<file path="src/rtl/byte_stuffing_codec_macros.svh">
// Assertion macros shared by the byte stuffing codec.
`ifndef BYTE_STUFFING_CODEC_MACROS_SVH
`define BYTE_STUFFING_CODEC_MACROS_SVH

`ifndef ASSERT_OFF
`define BSC_ASSERT(label, prop) \
  label: assert property (@(posedge clk_i) disable iff (!rst_ni) prop) \
    else $error("byte stuffing codec check failed");
`define BSC_ASSERT_ALWAYS(label, prop) \
  label: assert property (@(posedge clk_i) prop) \
    else $error("byte stuffing codec check failed in reset");
`else
`define BSC_ASSERT(label, prop)
`define BSC_ASSERT_ALWAYS(label, prop)
`endif

`endif

</file>
<file path="src/rtl/bsc_pkg.sv">
`default_nettype none

package bsc_pkg;

  localparam int unsigned CfgIdxW = 3;

  localparam logic [CfgIdxW-1:0] REG_MODE       = 3'd0;
  localparam logic [CfgIdxW-1:0] REG_FLAG_BYTE  = 3'd1;
  localparam logic [CfgIdxW-1:0] REG_ESC_BYTE   = 3'd2;
  localparam logic [CfgIdxW-1:0] REG_FLAG_SUBST = 3'd3;
  localparam logic [CfgIdxW-1:0] REG_ESC_SUBST  = 3'd4;

  localparam logic       MODE_STUFF      = 1'b1;
  localparam logic [7:0] FLAG_BYTE_RST   = 8'h7E;
  localparam logic [7:0] ESC_BYTE_RST    = 8'h7D;
  localparam logic [7:0] FLAG_SUBST_RST  = 8'h5E;
  localparam logic [7:0] ESC_SUBST_RST   = 8'h5D;
  localparam logic [7:0] CHECK_INIT      = 8'h00;

  typedef struct packed {
    logic       mode;
    logic [7:0] flag_byte;
    logic [7:0] escape_byte;
    logic [7:0] flag_substitute;
    logic [7:0] escape_substitute;
  } cfg_t;

  // Up to three output beats for one input byte, plus the state it leaves behind.
  typedef struct packed {
    logic [1:0]      count;
    logic [2:0][7:0] bytes;
    logic [2:0]      lasts;
    logic [7:0]      acc_d;
    logic            pend_d;
  } expand_t;

endpackage

`default_nettype wire

</file>
<file path="src/rtl/bsc_expand.sv">
`default_nettype none

module bsc_expand (
  input  logic [7:0]      data_byte_i,
  input  logic            last_byte_i,
  input  bsc_pkg::cfg_t   cfg_i,
  input  logic [7:0]      acc_i,
  input  logic            pend_i,
  output bsc_pkg::expand_t exp_o
);
  import bsc_pkg::*;

  logic [7:0] acc_x;
  logic [1:0] n;

  assign acc_x = acc_i ^ data_byte_i;

  always_comb begin
    exp_o       = '0;
    n           = 2'd0;
    exp_o.acc_d = acc_i;
    exp_o.pend_d = pend_i;
    if (cfg_i.mode == MODE_STUFF) begin
      if (data_byte_i == cfg_i.flag_byte) begin
        exp_o.bytes[0] = cfg_i.escape_byte;
        exp_o.bytes[1] = cfg_i.flag_substitute;
        n = 2'd2;
      end else if (data_byte_i == cfg_i.escape_byte) begin
        exp_o.bytes[0] = cfg_i.escape_byte;
        exp_o.bytes[1] = cfg_i.escape_substitute;
        n = 2'd2;
      end else begin
        exp_o.bytes[0] = data_byte_i;
        n = 2'd1;
      end
      if (last_byte_i) begin
        exp_o.bytes[n] = acc_x;
        exp_o.lasts[n] = 1'b1;
        n = n + 2'd1;
        exp_o.acc_d = CHECK_INIT;
      end else begin
        exp_o.acc_d = acc_x;
      end
      exp_o.pend_d = 1'b0;
    end else begin
      if (pend_i) begin
        if (data_byte_i == cfg_i.flag_substitute) begin
          exp_o.bytes[0] = cfg_i.flag_byte;
          exp_o.lasts[0] = last_byte_i;
          n = 2'd1;
          exp_o.pend_d = 1'b0;
        end else if (data_byte_i == cfg_i.escape_substitute) begin
          exp_o.bytes[0] = cfg_i.escape_byte;
          exp_o.lasts[0] = last_byte_i;
          n = 2'd1;
          exp_o.pend_d = 1'b0;
        end else if (data_byte_i == cfg_i.escape_byte) begin
          exp_o.bytes[0] = cfg_i.escape_byte;
          n = 2'd1;
          if (last_byte_i) begin
            exp_o.bytes[1] = cfg_i.escape_byte;
            exp_o.lasts[1] = 1'b1;
            n = 2'd2;
          end
        end else begin
          exp_o.bytes[0] = cfg_i.escape_byte;
          exp_o.bytes[1] = data_byte_i;
          exp_o.lasts[1] = last_byte_i;
          n = 2'd2;
          exp_o.pend_d = 1'b0;
        end
      end else if (data_byte_i == cfg_i.escape_byte && !last_byte_i) begin
        exp_o.pend_d = 1'b1;
      end else begin
        exp_o.bytes[0] = data_byte_i;
        exp_o.lasts[0] = last_byte_i;
        n = 2'd1;
      end
      if (last_byte_i) begin
        exp_o.pend_d = 1'b0;
        exp_o.acc_d  = CHECK_INIT;
      end
    end
    exp_o.count = n;
  end

endmodule

`default_nettype wire

</file>
<file path="src/rtl/byte_stuffing_codec.sv">
`default_nettype none
`include "byte_stuffing_codec_macros.svh"

// HDLC-style byte stuffing codec. With mode set it escapes flag and escape bytes and
// appends an XOR check byte after the byte marked last; with mode clear it turns escape
// pairs back into the original bytes. Each accepted input byte holds the block until all
// of its output beats, from none to three, have moved into the output register, which
// carries one byte per cycle; an escape that is merely held produces no beat. The next
// input beat is taken in the cycle in which the last beat of the current one moves into
// the output register, so a stream with no escapes runs at one byte per cycle unless the
// output stalls. Configuration must be written only while the block is idle; the block
// does not enforce this. Any write to mode clears the running check byte and held escape.
module byte_stuffing_codec (
  input  logic                         clk_i,
  input  logic                         rst_ni,
  input  logic                         cfg_we_i,
  input  logic [bsc_pkg::CfgIdxW-1:0]  cfg_index_i,
  input  logic [7:0]                   cfg_data_i,
  input  logic                         in_valid_i,
  output logic                         in_ready_o,
  input  logic [7:0]                   data_byte_i,
  input  logic                         last_byte_i,
  output logic                         out_valid_o,
  input  logic                         out_ready_i,
  output logic [7:0]                   out_byte_o,
  output logic                         out_last_o
);
  import bsc_pkg::*;

  cfg_t       cfg_q;
  logic [7:0] acc_q;
  logic       pend_q;

  logic       s1_valid_q;
  logic [7:0] s1_byte_q;
  logic       s1_last_q;
  logic [1:0] idx_q;

  logic       out_valid_q;
  logic [7:0] out_byte_q;
  logic       out_last_q;

  expand_t    exp;
  logic       out_free;
  logic       out_load;
  logic       done;
  logic       in_accept;

  bsc_expand u_expand (
    .data_byte_i (s1_byte_q),
    .last_byte_i (s1_last_q),
    .cfg_i       (cfg_q),
    .acc_i       (acc_q),
    .pend_i      (pend_q),
    .exp_o       (exp)
  );

  assign out_free  = !out_valid_q || out_ready_i;
  assign out_load  = s1_valid_q && (exp.count != 2'd0) && out_free;
  assign done      = s1_valid_q &&
                     ((exp.count == 2'd0) || (out_free && idx_q == exp.count - 2'd1));
  assign in_ready_o = !s1_valid_q || done;
  assign in_accept  = in_valid_i && in_ready_o;

  always_ff @(posedge clk_i or negedge rst_ni) begin
    if (!rst_ni) begin
      cfg_q.mode              <= MODE_STUFF;
      cfg_q.flag_byte         <= FLAG_BYTE_RST;
      cfg_q.escape_byte       <= ESC_BYTE_RST;
      cfg_q.flag_substitute   <= FLAG_SUBST_RST;
      cfg_q.escape_substitute <= ESC_SUBST_RST;
      acc_q                   <= CHECK_INIT;
      pend_q                  <= 1'b0;
    end else if (cfg_we_i) begin
      unique case (cfg_index_i)
        REG_MODE: begin
          cfg_q.mode <= cfg_data_i[0];
          acc_q      <= CHECK_INIT;
          pend_q     <= 1'b0;
        end
        REG_FLAG_BYTE:  cfg_q.flag_byte         <= cfg_data_i;
        REG_ESC_BYTE:   cfg_q.escape_byte       <= cfg_data_i;
        REG_FLAG_SUBST: cfg_q.flag_substitute   <= cfg_data_i;
        REG_ESC_SUBST:  cfg_q.escape_substitute <= cfg_data_i;
        default: ;
      endcase
    end else if (done) begin
      acc_q  <= exp.acc_d;
      pend_q <= exp.pend_d;
    end
  end

  always_ff @(posedge clk_i or negedge rst_ni) begin
    if (!rst_ni) begin
      s1_valid_q <= 1'b0;
      idx_q      <= 2'd0;
    end else begin
      if (in_accept) begin
        s1_valid_q <= 1'b1;
      end else if (done) begin
        s1_valid_q <= 1'b0;
      end
      if (done) begin
        idx_q <= 2'd0;
      end else if (out_load) begin
        idx_q <= idx_q + 2'd1;
      end
    end
  end

  always_ff @(posedge clk_i) begin
    if (in_accept) begin
      s1_byte_q <= data_byte_i;
      s1_last_q <= last_byte_i;
    end
  end

  always_ff @(posedge clk_i or negedge rst_ni) begin
    if (!rst_ni) begin
      out_valid_q <= 1'b0;
    end else if (out_load) begin
      out_valid_q <= 1'b1;
    end else if (out_ready_i) begin
      out_valid_q <= 1'b0;
    end
  end

  always_ff @(posedge clk_i) begin
    if (out_load) begin
      out_byte_q <= exp.bytes[idx_q];
      out_last_q <= exp.lasts[idx_q];
    end
  end

  assign out_valid_o = out_valid_q;
  assign out_byte_o  = out_byte_q;
  assign out_last_o  = out_last_q;

  `BSC_ASSERT(a_idx_in_range, (s1_valid_q && exp.count != 2'd0) |-> (idx_q < exp.count))
  `BSC_ASSERT(a_stuff_no_pend, (cfg_q.mode == MODE_STUFF) |-> !pend_q)
  `BSC_ASSERT(a_last_clears, (done && s1_last_q) |=> (!pend_q && acc_q == CHECK_INIT))
  `BSC_ASSERT_ALWAYS(a_reset_empty, !rst_ni |=> (!out_valid_q && !s1_valid_q))

endmodule

`default_nettype wire

</file>
<file path="config.mk">
export PLATFORM = sky130hd
export DESIGN_NAME = byte_stuffing_codec
export DESIGN_NICKNAME = d
export VERILOG_FILES = /design/src/rtl/bsc_pkg.sv /design/src/rtl/bsc_expand.sv /design/src/rtl/byte_stuffing_codec.sv
export VERILOG_INCLUDE_DIRS = /design/src /design/src/rtl
export SDC_FILE = /design/constraint.sdc
export NUM_CORES = 1
export LEC_CHECK = 0
export ABC_AREA = 1
export BUFFER_PORTS_ARGS = -buffer_cell sky130_fd_sc_hd__buf_2
export CAP_MARGIN = 15
export CORE_UTILIZATION = 45
export CTS_CLUSTER_SIZE = 16
export DETAILED_ROUTE_END_ITERATION = 10
export PLACE_DENSITY_LB_ADDON = 0.25
export SLEW_MARGIN = 30
export SYNTH_ARGS = -nofsm -noshare
export SYNTH_HDL_FRONTEND = slang
export SYNTH_SLANG_ARGS = --single-unit
</file>
<file path="constraint.sdc">
create_clock -name clk_i -period 6.88 [get_ports clk_i]
set_clock_uncertainty 0.15 [all_clocks]
set_input_delay 1.032 -clock clk_i [delete_from_list [all_inputs] [get_ports clk_i]]
set_output_delay 1.032 -clock clk_i [all_outputs]
set_load 0.01 [all_outputs]
</file>
==> metrics.md <==
| Metric | Value |
|---|---|
| Core ar. | a little under 0.009 mm² |
| XOR/XNOR Fraction of Synth Area | 0.06102 |
| Fraction of layout cells with a size suffix above 1 | 0.1974 |
| MaxCap Viol Count | 0 |
| Synth Flop Type | dfstp_2 |
| Clk pin slew, worst setup/hold paths | 80 ps |
| Initial Util | 0.4631 |
| WP depth | 15 |
| Horiz. Die Dim | slightly below 100 µm |
| EDFF count, synth | 18 |
| Cells after synthesis | 518 |
| TritonCTS sink count | 64 |
| DRT iter0 DRCs | around 320 |
| Simple-Gate Fraction of Synth Area | 0.2830 |
| Die Y | slightly below 100 µm |
| WP data required | 5700 ps |
| Synthesis-stage register bit count | 64 |
| Final wirelength | 11010 µm |
| # resized after CTS | 0 |
| Clock root cell | clkbuf_8 |
| Initial antenna violation count | 0 |
| Routability cong. | 0.9402 |
| Cell variety after synth | 36 |
| Port Buffers | 35 |
| Total power | 1540 µW |
| Synth Area in Compound Gates | 0.1342 |
| Tcrit/Tclk final | 0.6564 |
| Slew margin rel. | 0.4606 |
| Max FO, Critical Path | 6 |
| Status | finished, final reports clean |
| Final hold slack | ~360 ps |
| Final #Nets | 569 |
| Critical Path, Cell by Cell | inv_2 > or2_1 > nand4_1 > nor3_1 > a21oi_2 > ha_1 > nor2_1 > nor2_2 > nand2_4 > ha_1 > xnor2_1 > nor2_1 > nand3_4 > nand2_1 > buf_2 |
| Worst Setup Path Type | flip-flop to primary output |
| Fmax | 221.4 MHz |
| CTS tree | built |
| Number of diodes | 0 |
| Critical Path End Type | primary output |
| Cell with the most instances after synthesis | nand2_1 |
| I/O pin cnt | 36 |
| P_leak | a little under 0.002 µW |
| Clk Latency, worst-skew pair | 360 ps |
| First-pass iteration count of the detailed router | 5 |
| Area Overhead vs Synth | 9.060% |
| VDD IR max | ~180 µV |
| Largest family of logic cells by synthesized area | simple AND/OR/NAND/NOR gates |
| Power per cell area | 351.4 mW/mm² |
| Arrival time worst endpoint | 3330 ps |
| Final min period | approximately 4500 ps |
| Setup total negative slack | 0 ps |
| Post-Syn Nets | 545 |
| WP buf/inv | 2 |
| Worst Setup Start Kind | flip-flop |
| Syn_area_per_cell | 7.758 µm² |
| Mux contribution to synthesized area | 0 |
| Hold_buf cts | 0 |
| Area leader, netlist | dfstp_2 |
| Endpoints failing hold | 0 |
| Mapped Area | 0.004019 mm² |
| Number of buffers created by CTS | 9 |
| Slew Limit Fails | 0 |
| Antenna-violating nets left | 0 |
| Final core utilization | 0.5050 |
| DR vias/cell | between 5 and 6 |
| Delay-heaviest family, CP | simple AND/OR/NAND/NOR gates |
| Reg2reg path depth | 14 |
| Routed len/inst | about 17 µm |
| Synth top area share | 0.1504 |
| Worst slew pin tran | 808.2 ps |
| Number of global-route vias before repair | 3166 |
| Row count | 34 |
| Gr usage total | 0.2560 |
| Post-synth top cells | nand2_1 (143), o21ai_0 (54), inv_1 (39) |
| DP HPWL | 8111 µm |
| RSZ-0062 raised after global routing | false |
| Final setup vio count | 0 |
| Area contributors post-synth | dfstp_2 (15%), dfrtp_1 (14%), edfxtp_1 (13%) |
| Via Count | 3557 |
| Die Area | 0.009312 mm² |
| Residual DRC | 0 |
| CTS Buffer Depth | 2 |
| Post-synthesis async set-or-reset flop share | 0.7188 |
| Register area share after synthesis | 0.4281 |
| H-Tree Depth | 3 |
| Post-Synth Adder-Cell Area | 0.006227 |
| Hold depth | 2 |
| Largest net degree at the start of global routing | 47 |
| Post-CTS setup buffers | 0 |
| Syn. warnings | 0 |
| CP max stage cell | edfxtp_1 |
| Type of the most critical hold path | flip-flop to flip-flop |
| First-pass GRT wire length | 17130 µm |
| Max incr delay on CP | 560 ps |
| Gr ovfl total | 0 |
## worst reg2reg max path: cells and delay by family, from the launching register on
family / cells / cell delay [ps]
compound gates: 2 / 700
xor+xnor: 1 / 120
fa+ha+maj: 2 / 600
buf+inv: 1 / 150
flops: 1 / 560
simple gates: 8 / 1190
## layer usage
metal | track usage | wire (µm) | share of wire
met1 | 0.3467 | 4819 | 0.44
met2 | 0.3996 | 5069 | 0.46
met3 | 0.05164 | 772 | 0.070
met4 | 0.1042 | 347 | 0.032
met5 | 0 | 0 | 0
## cells in the final DEF, fill, tap and decap left out, drive strengths merged
master and instances:
or2 9, clkinvlp 1, nor2 39, xor2 6, bufinv 1, o21ai 79, xnor2 22, ha 2
inv 54, clkinv 2, nor3 17, nand3 31, o22ai 8, edfxtp 18, nor4 1, buf 35
nand4 3, dfrtp 23, dfstp 23, nand2 148, a211oi 1, clkbuf 9, a32oi 1, a21oi 14
## area by class of cell
cell class / count / area [µm²]
sequential: 64 / 1720
multi-input combinational: 381 / 1953
clock buffer: 9 / 123.9
inverter: 51 / 196.4
clock inverter: 7 / 76.32
tap: 108 / 135.1
fill: 835 / 4295
timing repair buffer: 35 / 177.7
## state kept, by name, summed over array words and instances, names as in the netlist
| name | cells |
|---|---|
| cfg_q | 33 |
| idx_q | 2 |
| out_byte_o | 8 |
| s1_last_q | 1 |
| acc_q | 8 |
| s1_byte_q | 8 |
| pend_q | 1 |
| s1_valid_q | 1 |
| out_valid_o | 1 |
| out_last_o | 1 |
## cells by family after synthesis
family                     after synthesis
and+or+nand+nor                        248
AOI/OAI and AO/OA                      103
buffers and inverters                   73
DFF                                     64
xor gates and xnor gates                28
adders and majority gates                2
## path summary, 6_finish.rpt
kind                                         from                endpoint  slack, ps
max                        s1_byte_q[1]$_DFFE_PP_              in_ready_o       2360
min                         cfg_q[12]$_DFFE_PN1P_   cfg_q[12]$_DFFE_PN1P_        360
max reg2reg                s1_byte_q[1]$_DFFE_PP_  s1_byte_q[3]$_DFFE_PP_       3050
min reg2reg                 cfg_q[12]$_DFFE_PN1P_   cfg_q[12]$_DFFE_PN1P_        360
max in group asynchronous                  rst_ni    idx_q[1]$_DFFE_PN0P_       5660
min in group asynchronous                  rst_ni   cfg_q[24]$_DFFE_PN0P_        500
## metrics by stage
step	setup WS, ps	std cells	cell area, µm²
final	2364	655	4383
after global routing	2185	655	4383
after CTS	2429	655	4380
after detailed placement	2829	639	4180
after global placement	2904	639	4174
after floorplan	3226	518	4019
## report_power, final
| group | internal, µW | total (µW) | switching [µW] |
|---|---|---|---|
| registers | 533 | 640 | 107 |
| clock network | 171 | 341 | 170 |
| logic | 207 | 559 | 353 |
| total | 911 | 1540 | 630 |
No activity file was read; power rests on OpenSTA's default activity.
